$ cat src/rtl/assert_macros.svh
// Assertion macros shared by the oxygen analyzer RTL.
`ifndef ASSERT_MACROS_SVH
`define ASSERT_MACROS_SVH
// Implication checked on every clock edge outside reset.
`define ASSERT_IMPL(label, clk, rst_n, ante, cons, msg) \
  label: assert property (@(posedge clk) disable iff (!rst_n) (ante) |-> (cons)) \
    else $error(msg);
// Next-cycle implication checked outside reset.
`define ASSERT_NEXT(label, clk, rst_n, ante, cons, msg) \
  label: assert property (@(posedge clk) disable iff (!rst_n) (ante) |=> (cons)) \
    else $error(msg);
`endif

$ cat src/rtl/oxa_pkg.sv
// Package with shared types and constants of the oxygen analyzer controller.
package oxa_pkg;
  localparam int unsigned AvgW = 26;
  localparam int unsigned ProdW = 40;
  localparam int unsigned DivSteps = ProdW;
  localparam int unsigned CfgIdxW = 3;
  localparam int unsigned CfgDataW = 16;

  localparam logic [1:0] ITEM_TICK = 2'd0;
  localparam logic [1:0] ITEM_SAMPLE = 2'd1;
  localparam logic [1:0] ITEM_EDGE = 2'd2;
  localparam logic [1:0] ITEM_UNUSED = 2'd3;

  localparam logic [1:0] PMODE_ANALYZING = 2'd0;
  localparam logic [1:0] PMODE_HELD = 2'd1;
  localparam logic [1:0] PMODE_CAL = 2'd2;

  localparam logic [1:0] PUSH_NONE = 2'd0;
  localparam logic [1:0] PUSH_SHORT = 2'd1;
  localparam logic [1:0] PUSH_LONG = 2'd2;

  localparam logic [CfgIdxW-1:0] REG_SHORT = 3'd0;
  localparam logic [CfgIdxW-1:0] REG_LONG = 3'd1;
  localparam logic [CfgIdxW-1:0] REG_IDLE = 3'd2;
  localparam logic [CfgIdxW-1:0] REG_WEIGHT = 3'd3;
  localparam logic [CfgIdxW-1:0] REG_REF = 3'd4;

  typedef struct packed {
    logic start;    // latch item
    logic update;   // run the item update
    logic div_go;   // start the oxygen quotient
    logic finish;   // apply the controller step
  } oxa_cmd_t;

  typedef struct packed {
    logic div_busy;
  } oxa_sts_t;
endpackage

$ cat src/rtl/oxygen_analyzer_controller.sv
// Top level of the oxygen analyzer controller.
//
//  Channel | Direction | Payload
//  in_     | slave     | tdata {sample, button_level}, tuser mode
//  out_    | master    | tdata {push, power, level, oxygen}, tuser program_mode
//  cfg_    | write     | cfg_index selects one of five registers
//
// Each item passes from acceptance to a valid result through item update,
// product, divider load, the 40-step restoring divider, then the controller step.
// One item is in work at a time, and its result waits in the output register
// until taken. The next item is accepted in the cycle after that transaction at the
// earliest. Reset is synchronous and active low and needs no sweep.
module oxygen_analyzer_controller
  import oxa_pkg::*;
(
  input  logic                clk,
  input  logic                rst_n,
  input  logic                in_tvalid,
  output logic                in_tready,
  input  logic [15:0]         in_tdata,  // button_level[0], sample[10:1], zeros
  input  logic [1:0]          in_tuser,  // mode[1:0]
  output logic                out_tvalid,
  input  logic                out_tready,
  output logic [31:0]         out_tdata, // oxygen[15:0], level[25:16], power[26], push[28:27]
  output logic [1:0]          out_tuser, // program_mode[1:0]
  input  logic                cfg_we,
  input  logic [CfgIdxW-1:0]  cfg_index,
  input  logic [CfgDataW-1:0] cfg_data
);
  oxa_cmd_t cmd;
  oxa_sts_t sts;
  logic [1:0] rmode, rpush;
  logic [15:0] rox;
  logic [9:0] rlev;
  logic rpow;

  // The sequencer owns the handshakes; the datapath holds all item state.
  oxa_ctrl u_ctrl (
    .clk(clk), .rst_n(rst_n), .in_valid(in_tvalid), .in_ready(in_tready),
    .out_valid(out_tvalid), .out_ready(out_tready), .cmd(cmd), .sts(sts)
  );

  oxa_dp u_dp (
    .clk(clk), .rst_n(rst_n), .cmd(cmd), .sts(sts), .cfg_we(cfg_we),
    .cfg_index(cfg_index), .cfg_data(cfg_data), .item_mode(in_tuser),
    .item_level(in_tdata[0]), .item_sample(in_tdata[10:1]),
    .res_mode(rmode), .res_oxygen(rox), .res_level(rlev), .res_power(rpow),
    .res_push(rpush)
  );

  // Result fields stay stable until the next item starts, after the transaction.
  assign out_tdata = {3'd0, rpush, rpow, rlev, rox};
  assign out_tuser = rmode;
endmodule

$ cat src/rtl/oxa_ctrl.sv
// Sequencer of the oxygen analyzer: accept, item update, divide, result.
module oxa_ctrl
  import oxa_pkg::*;
(
  input  logic     clk,
  input  logic     rst_n,
  input  logic     in_valid,
  output logic     in_ready,
  output logic     out_valid,
  input  logic     out_ready,
  output oxa_cmd_t cmd,
  input  oxa_sts_t sts
);
  typedef enum logic [2:0] {S_IDLE, S_ITEM, S_PROD, S_DIV, S_WAIT} state_t;
  state_t state_r;
  logic out_valid_r;

  assign in_ready = (state_r == S_IDLE) && !out_valid_r;
  assign out_valid = out_valid_r;

  always_comb begin
    cmd.start = in_valid && in_ready;
    cmd.update = (state_r == S_ITEM);
    cmd.div_go = (state_r == S_DIV);
    cmd.finish = (state_r == S_WAIT) && !sts.div_busy;
  end

  always_ff @(posedge clk) begin
    if (!rst_n) begin
      state_r <= S_IDLE;
      out_valid_r <= 1'b0;
    end else begin
      if (out_valid_r && out_ready) out_valid_r <= 1'b0;
      unique case (state_r)
        S_IDLE: if (cmd.start) state_r <= S_ITEM;
        S_ITEM: state_r <= S_PROD;
        S_PROD: state_r <= S_DIV;
        S_DIV: state_r <= S_WAIT;
        S_WAIT: if (cmd.finish) begin
          state_r <= S_IDLE;
          out_valid_r <= 1'b1;
        end
        default: state_r <= S_IDLE;
      endcase
    end
  end

  `include "assert_macros.svh"
  `ASSERT_IMPL(a_no_accept_busy, clk, rst_n, state_r != S_IDLE, !in_ready, "accept while busy")
  `ASSERT_NEXT(a_finish_valid, clk, rst_n, cmd.finish, out_valid_r, "finish without result")
  `ASSERT_IMPL(a_hold_result, clk, rst_n, out_valid_r, !in_ready, "accept over pending result")
endmodule

$ cat src/rtl/oxa_div.sv
// Restoring divider, one quotient bit per cycle.
module oxa_div
  import oxa_pkg::*;
(
  input  logic             clk,
  input  logic             rst_n,
  input  logic             go,
  input  logic [ProdW-1:0] dividend,
  input  logic [AvgW-1:0]  divisor,
  output logic             busy,
  output logic [ProdW-1:0] quotient
);
  localparam int unsigned CntW = $clog2(DivSteps + 1);
  logic [CntW-1:0] cnt_r;
  logic [ProdW-1:0] q_r;
  logic [AvgW:0] rem_r;
  logic [AvgW-1:0] d_r;
  logic [AvgW:0] trial;

  assign busy = (cnt_r != '0);
  assign quotient = q_r;
  assign trial = {rem_r[AvgW-1:0], q_r[ProdW-1]};

  always_ff @(posedge clk) begin
    if (!rst_n) begin
      cnt_r <= '0;
    end else if (go) begin
      cnt_r <= CntW'(DivSteps);
      q_r <= dividend;
      rem_r <= '0;
      d_r <= divisor;
    end else if (busy) begin
      cnt_r <= cnt_r - 1'b1;
      if (trial >= {1'b0, d_r}) begin
        rem_r <= trial - {1'b0, d_r};
        q_r <= {q_r[ProdW-2:0], 1'b1};
      end else begin
        rem_r <= trial;
        q_r <= {q_r[ProdW-2:0], 1'b0};
      end
    end
  end
endmodule

$ cat src/rtl/oxa_dp.sv
// Datapath of the oxygen analyzer: item update, oxygen quotient, mode step.
module oxa_dp
  import oxa_pkg::*;
(
  input  logic                clk,
  input  logic                rst_n,
  input  oxa_cmd_t            cmd,
  output oxa_sts_t            sts,
  input  logic                cfg_we,
  input  logic [CfgIdxW-1:0]  cfg_index,
  input  logic [CfgDataW-1:0] cfg_data,
  input  logic [1:0]          item_mode,
  input  logic                item_level,
  input  logic [9:0]          item_sample,
  output logic [1:0]          res_mode,
  output logic [15:0]         res_oxygen,
  output logic [9:0]          res_level,
  output logic                res_power,
  output logic [1:0]          res_push
);
  localparam int unsigned MulBW = AvgW + 17;
  localparam int unsigned SumW = AvgW + 1;

  logic [7:0] short_r;
  logic [9:0] long_r;
  logic [15:0] idle_lim_r, weight_r;
  logic [13:0] refc_r;
  logic [1:0] mode_r;
  logic [AvgW-1:0] avg_r, air_r;
  logic [15:0] shown_r;
  logic [9:0] ms_r;
  logic [3:0] dec_r;
  logic [16:0] idle_r;
  logic [10:0] steps_r;
  logic press_r, armed_r, power_r;
  logic [1:0] push_r, push_nxt;
  logic [1:0] imode_r;
  logic ilevel_r;
  logic [9:0] isamp_r;
  logic [ProdW-1:0] prod_r, quot;
  logic div_busy;
  logic [AvgW-1:0] mul_a;
  logic [MulBW-1:0] mul_b;
  logic [SumW-1:0] avg_sum;
  logic [16:0] inv_w;
  logic [10:0] steps_inc;

  oxa_div u_div (
    .clk(clk), .rst_n(rst_n), .go(cmd.div_go), .dividend(prod_r),
    .divisor(air_r), .busy(div_busy), .quotient(quot)
  );
  assign sts.div_busy = div_busy;

  assign inv_w = 17'h10000 - {1'b0, weight_r};
  // The sample term is already exact at 16 fraction bits, so only the old-average term is rounded.
  assign mul_a = AvgW'(isamp_r) * AvgW'(weight_r);
  assign mul_b = MulBW'(avg_r) * MulBW'(inv_w);
  assign avg_sum = {1'b0, mul_a} + SumW'((mul_b + MulBW'(32768)) >> 16);
  assign steps_inc = (steps_r == 11'h7FF) ? steps_r : steps_r + 11'd1;

  always_ff @(posedge clk) begin
    if (cmd.start) begin
      imode_r <= item_mode;
      ilevel_r <= item_level;
      isamp_r <= item_sample;
    end
  end

  always_ff @(posedge clk) begin
    if (!rst_n) begin
      short_r <= 8'd10; long_r <= 10'd150; idle_lim_r <= 16'd300;
      weight_r <= 16'd66; refc_r <= 14'd2090;
      mode_r <= PMODE_ANALYZING; avg_r <= '0; air_r <= AvgW'(6553600);
      shown_r <= '0; ms_r <= '0; dec_r <= '0; idle_r <= '0; steps_r <= '0;
      press_r <= 1'b0; armed_r <= 1'b1; power_r <= 1'b1; push_r <= PUSH_NONE;
    end else begin
      if (cfg_we) begin
        unique case (cfg_index)
          REG_SHORT: short_r <= cfg_data[7:0];
          REG_LONG: long_r <= cfg_data[9:0];
          REG_IDLE: idle_lim_r <= cfg_data;
          REG_WEIGHT: weight_r <= cfg_data;
          REG_REF: refc_r <= cfg_data[13:0];
          default: ;
        endcase
      end
      if (cmd.update) begin
        // Item update, in the cycle after acceptance.
        push_r <= PUSH_NONE;
        unique case (imode_r)
          ITEM_TICK: begin
            if (ms_r == 10'd999) begin
              ms_r <= '0;
              if (idle_r != 17'h1FFFF) idle_r <= idle_r + 17'd1;
            end else ms_r <= ms_r + 10'd1;
            dec_r <= (dec_r == 4'd9) ? 4'd0 : dec_r + 4'd1;
            if (press_r && dec_r == 4'd9) begin
              if (ilevel_r) begin
                press_r <= 1'b0;
                if (steps_r > {3'd0, short_r}) push_r <= PUSH_SHORT;
                else armed_r <= 1'b1;
              end else begin
                steps_r <= steps_inc;
                if (steps_inc > {1'b0, long_r}) begin
                  press_r <= 1'b0;
                  push_r <= PUSH_LONG;
                end
              end
            end
          end
          ITEM_SAMPLE: avg_r <= avg_sum[AvgW-1:0];
          ITEM_EDGE: if (armed_r) begin
            armed_r <= 1'b0; press_r <= 1'b1; steps_r <= '0;
          end
          default: ;
        endcase
      end
      if (cmd.finish) begin
        if (idle_r > {1'b0, idle_lim_r}) power_r <= 1'b0;
        if (mode_r == PMODE_CAL) begin
          if (push_r == PUSH_LONG) begin
            mode_r <= PMODE_ANALYZING; air_r <= avg_r;
          end
        end else begin
          if (mode_r == PMODE_ANALYZING)
            shown_r <= (air_r == '0) ? 16'd0 :
                       (quot > ProdW'(16'hFFFF)) ? 16'hFFFF : quot[15:0];
          if (push_r == PUSH_SHORT)
            mode_r <= (mode_r == PMODE_ANALYZING) ? PMODE_HELD : PMODE_ANALYZING;
          if (push_r == PUSH_LONG) mode_r <= PMODE_CAL;
        end
        if (push_r != PUSH_NONE) begin
          armed_r <= 1'b1; idle_r <= '0;
        end
      end
    end
  end

  // Product of the freshly updated average and reference, for the divider.
  always_ff @(posedge clk) prod_r <= ProdW'(avg_r) * ProdW'(refc_r);

  assign push_nxt = push_r;
  assign res_mode = mode_r;
  assign res_oxygen = shown_r;
  assign res_level = avg_r[AvgW-1:16];
  assign res_power = power_r;
  assign res_push = push_nxt;

  `include "assert_macros.svh"
  `ASSERT_NEXT(a_power_latched, clk, rst_n, !power_r, !power_r, "power latch released")
  `ASSERT_IMPL(a_push_code, clk, rst_n, 1'b1, push_r != 2'd3, "bad push code")
  `ASSERT_IMPL(a_phase_range, clk, rst_n, 1'b1, ms_r < 10'd1000, "millisecond phase out of range")
endmodule
$ cat config.mk
export PLATFORM = sky130hd
export DESIGN_NAME = oxygen_analyzer_controller
export DESIGN_NICKNAME = d
export VERILOG_FILES = /design/src/rtl/oxa_pkg.sv /design/src/rtl/oxygen_analyzer_controller.sv /design/src/rtl/oxa_ctrl.sv /design/src/rtl/oxa_div.sv /design/src/rtl/oxa_dp.sv
export VERILOG_INCLUDE_DIRS = /design/src /design/src/rtl
export SDC_FILE = /design/constraint.sdc
export NUM_CORES = 2
export LEC_CHECK = 0
export BUFFER_PORTS_ARGS = -buffer_cell sky130_fd_sc_hd__buf_2
export CAP_MARGIN = 15
export CELL_PAD_IN_SITES_DETAIL_PLACEMENT = 1
export CELL_PAD_IN_SITES_GLOBAL_PLACEMENT = 1
export CORE_ASPECT_RATIO = 1.1
export CORE_MARGIN = 2
export CORE_UTILIZATION = 49
export DETAILED_ROUTE_END_ITERATION = 10
export MAX_ROUTING_LAYER = met4
export PLACE_DENSITY = 0.83
export SLEW_MARGIN = 10
export SYNTH_ARGS = -nofsm -noshare
export SYNTH_HDL_FRONTEND = slang
export SYNTH_SLANG_ARGS = --single-unit
$ cat constraint.sdc
create_clock -name clk -period 30.2 [get_ports clk]
set_clock_uncertainty 0.1 [all_clocks]
set_input_delay 4.53 -clock clk [delete_from_list [all_inputs] [get_ports clk]]
set_output_delay 4.53 -clock clk [all_outputs]
set_load 0.005 [all_outputs]
==> impl_metrics.tcl <==
set metrics [dict create \
    status "finished, final reports clean" \
    yosys_warnings 0 \
    finalPower_uw 3190 \
    yosysSeqAreaShare_pct 17.0 \
    ctsHoldBuffers 0 \
    viasPerCell 5.55 \
    fin_util_pct 52.7 \
    synth_cell_types 78 \
    yosysMostFrequentCell "nand2_1" \
    min_period_over_period_pct 44.7 \
    slowest_stage "xor2_4" \
    cp-start-kind "flip-flop" \
    cp.arrival_ns 13.88 \
    place.gp.congestion 0.887 \
    cp_max_fo 26 \
    r2r_end "u_dp.avg_r[25]$_SDFFE_PN0P_" \
    dp.cells 6259 \
    synth_ff_type "dfxtp_1" \
    cp_slowest_stage_delay_ns 0.82 \
    drv_cap 0 \
    crit_path_end_kind "flip-flop" \
    layoutNonFillerInstCount 6342 \
    post-cts-setup-buffer-count 0 \
    fin_nets 6234 \
    synth_area_leaders "fa_1 34%, dfxtp_1 10%, ha_1 9.8%" \
    grt_pass1_wl_um 218000 \
    cp_data_required_time_ns 30.60 \
    htreeDepth 2 \
    setup_tns_ns 0 \
    portBuffers 69 \
    irDropWorstVdd_mv 0.0738 \
    max_slew_margin_pct 22.5 \
    p_per_area_mw_per_mm2 65.4 \
    period_needed_ns 13.49 \
    wl_per_cell_um 21.3 \
    crit_top_cell "fa_1" \
    grt_usage_pct 29.9 \
    worstMarginPinSlew_ns 1.16 \
    drive_above_1_share_pct 4.80 \
    first_pass_iters 7 \
    drc_errors 0 \
    r2r_slack_ns 16.71 \
    clock-root-buffer "clkbuf_16" \
    fmax_mhz 74.1 \
    rows 117 \
    grt_max_degree 87 \
    crit_type "flip-flop to flip-flop" \
    num_vias 35181 \
    ys_top_cells_by_count "958 x nand2_1, 941 x inv_1, 779 x fa_1, 434 x and2_1, 360 x ha_1" \
    synth_top_area_share_pct 34.1 \
    p_sw_uw 1520 \
    syn-cell-area_sq_mm 0.0458 \
    insertion_delay_ns 0.62 \
    initial_core_util_pct 49.5 \
    cts_buffer_depth 3 \
    cts_sinks 336 \
    synth_edf_count 105 \
    clkSlewWorstSetupHoldPaths_ns 0.06 \
    ios 78 \
    clkPwrFrac_pct 15.7 \
    postSynth.asyncResetShare_pct 0 \
    die_w_um 295 \
    finalSetupViolCount 0 \
    hold_depth 0 \
    ys_seq_elements 336 \
    yosysTopAreaCell "fa_1" \
    combPwrFrac_pct 64.7 \
    drv_slew 0 \
    drt-initial-drc-count 2001 \
    whs_endpoint "u_dp.u_div.d_r[8]$_DFFE_PP_" \
    tritoncts "done" \
    power.internal_uw 1680 \
    r2r_cells 43 \
    overflow 0 \
    dieHeight_um 325 \
    grt_pass1_vias 40166 \
    p_leak_uw 0.0232 \
    rsz0062_at_grt "false" \
    core_area_sq_mm 0.0925 \
    antenna_found_initial 7 \
    cts_resized 0 \
    swShare_pct 47.5 \
    syn-mean-instance-area_sq_um 8.92 \
    drt_wl_total_um 135000 \
    min-delay-start "u_dp.air_r[8]$_SDFFE_PN0P_" \
    cts_inserted_buffers 39 \
    antenna_left 0 \
    hp-class "flip-flop to flip-flop" \
    hold_violations 0 \
    syn_inst 5130 \
    dieArea_sq_mm 0.0958 \
    seqPwrFrac_pct 19.6 \
    area_growth_pct 6.62 \
    dpl.hpwl_um 102000 \
    r2r_start "u_dp.weight_r[4]$_SDFFE_PN0P_" \
]
-- critical path: cells and delay by family, from the launching register on --
family / cells / cell delay [ns]
buffers and inverters: 7 / 0.56
flip-flops: 1 / 0.55
XOR/XNOR: 3 / 1.18
adder cells (fa/ha/maj): 11 / 5.18
AND/OR/NAND/NOR: 8 / 2.07
AO/OA/AOI/OAI: 14 / 3.71
-- state kept, by name (all words and copies together) (netlist names), 11 cells and up --
signal,count
u_dp.idle_lim_r,16
u_dp.weight_r,16
u_dp.steps_r,11
u_dp.res_oxygen,16
u_dp.air_r,26
u_dp.u_div.d_r,26
u_dp.refc_r,14
u_dp.u_div.quotient,40
u_dp.avg_r,26
u_dp.idle_r,17
u_dp.u_div.rem_r,26
u_dp.prod_r,40
-- cell usage in the layout, fill, tap and decap left out, types with 9 or more instances in the layout --
| cell | count |
|---|---|
| a211oi_1 | 14 |
| a21boi_0 | 102 |
| a21o_1 | 37 |
| a21oi_1 | 106 |
| a22oi_1 | 11 |
| a31oi_1 | 10 |
| and2_1 | 434 |
| and3_1 | 26 |
| buf_2 | 68 |
| buf_4 | 68 |
| clkbuf_16 | 39 |
| dfxtp_1 | 231 |
| diode_2 | 9 |
| edfxtp_1 | 105 |
| fa_1 | 779 |
| ha_1 | 360 |
| inv_1 | 941 |
| mux2i_1 | 20 |
| nand2_1 | 958 |
| nand2b_1 | 16 |
| nand3_1 | 42 |
| nand4_1 | 29 |
| nor2_1 | 133 |
| nor2b_1 | 36 |
| nor3_1 | 29 |
| nor4_1 | 24 |
| o211ai_1 | 29 |
| o21a_1 | 39 |
| o21ai_0 | 76 |
| o21bai_1 | 11 |
| o31ai_1 | 14 |
| or2_2 | 10 |
| or3_1 | 15 |
| xnor2_1 | 84 |
| xor2_1 | 62 |
-- power groups by stage --
stage | clock [uW] | combinational, uW | sequential, uW
final | 502 | 2060 | 626
after global routing | 526 | 2320 | 634
after CTS | 511 | 2050 | 625
after detailed placement | 0 | 2030 | 633
after global placement | 0 | 1870 | 628
after floorplan | 0 | 1450 | 604
-- worst max path at each step --
stage                                        startpoint                          end  slack [ns]  cells after the start
after CTS                 u_dp.weight_r[4]$_SDFFE_PN0P_  u_dp.avg_r[25]$_SDFFE_PN0P_       16.46                     42
after detailed placement  u_dp.weight_r[4]$_SDFFE_PN0P_  u_dp.avg_r[25]$_SDFFE_PN0P_       16.54                     42
after floorplan           u_dp.weight_r[2]$_SDFFE_PN0P_  u_dp.avg_r[25]$_SDFFE_PN0P_       18.92                     42
after global placement    u_dp.weight_r[4]$_SDFFE_PN0P_  u_dp.avg_r[25]$_SDFFE_PN0P_       16.92                     43
final                     u_dp.weight_r[4]$_SDFFE_PN0P_  u_dp.avg_r[25]$_SDFFE_PN0P_       16.71                     43
after global routing      u_dp.weight_r[4]$_SDFFE_PN0P_  u_dp.avg_r[25]$_SDFFE_PN0P_       16.02                     44
-- kinds of logic (layout without fill, tap and decap cells) --
group | Yosys count | after routing | share of synthesized area, %
AO/OA/AOI/OAI | 495 | 495 | 7.32
XOR/XNOR | 160 | 160 | 3.06
adder cells (fa/ha/maj) | 1139 | 1139 | 43.9
buffers and inverters | 1199 | 1151 | 9.96
flip-flops | 336 | 336 | 17.0
multiplexers | 21 | 21 | 0.462
other | 1 | 12 | 0.00820
AND/OR/NAND/NOR | 1779 | 1779 | 18.3
-- area by class of cell --
cell class	count	area, sq um
diodes	9	22.5
repair buffers	138	870
flip-flops and latches	336	7780
well taps	1249	1560
inverters	941	3530
fillers	10807	43700
clock buffers	49	1050
clock inverters	23	280
multi-input cells	3597	33700
-- metrics by stage --
stage	area, sq um	setup WS [ns]	hold WS, ns
detailed placement	47400	16.54	0.340
global placement	47400	16.92	0.335
floorplan	45800	18.92	0.321
global route	48800	16.02	0.367
CTS	48700	16.46	0.354
finish	48800	16.71	0.354
-- routing by layer --
metal	up-vias	global-route usage (%)	wire, um
met5	-	-	0
met4	0	11.7	5550
met3	353	4.09	7550
met2	1045	51.9	69200
met1	18246	35.0	52600
li1	15537	-	-
Power figures use the tool's default switching activity.
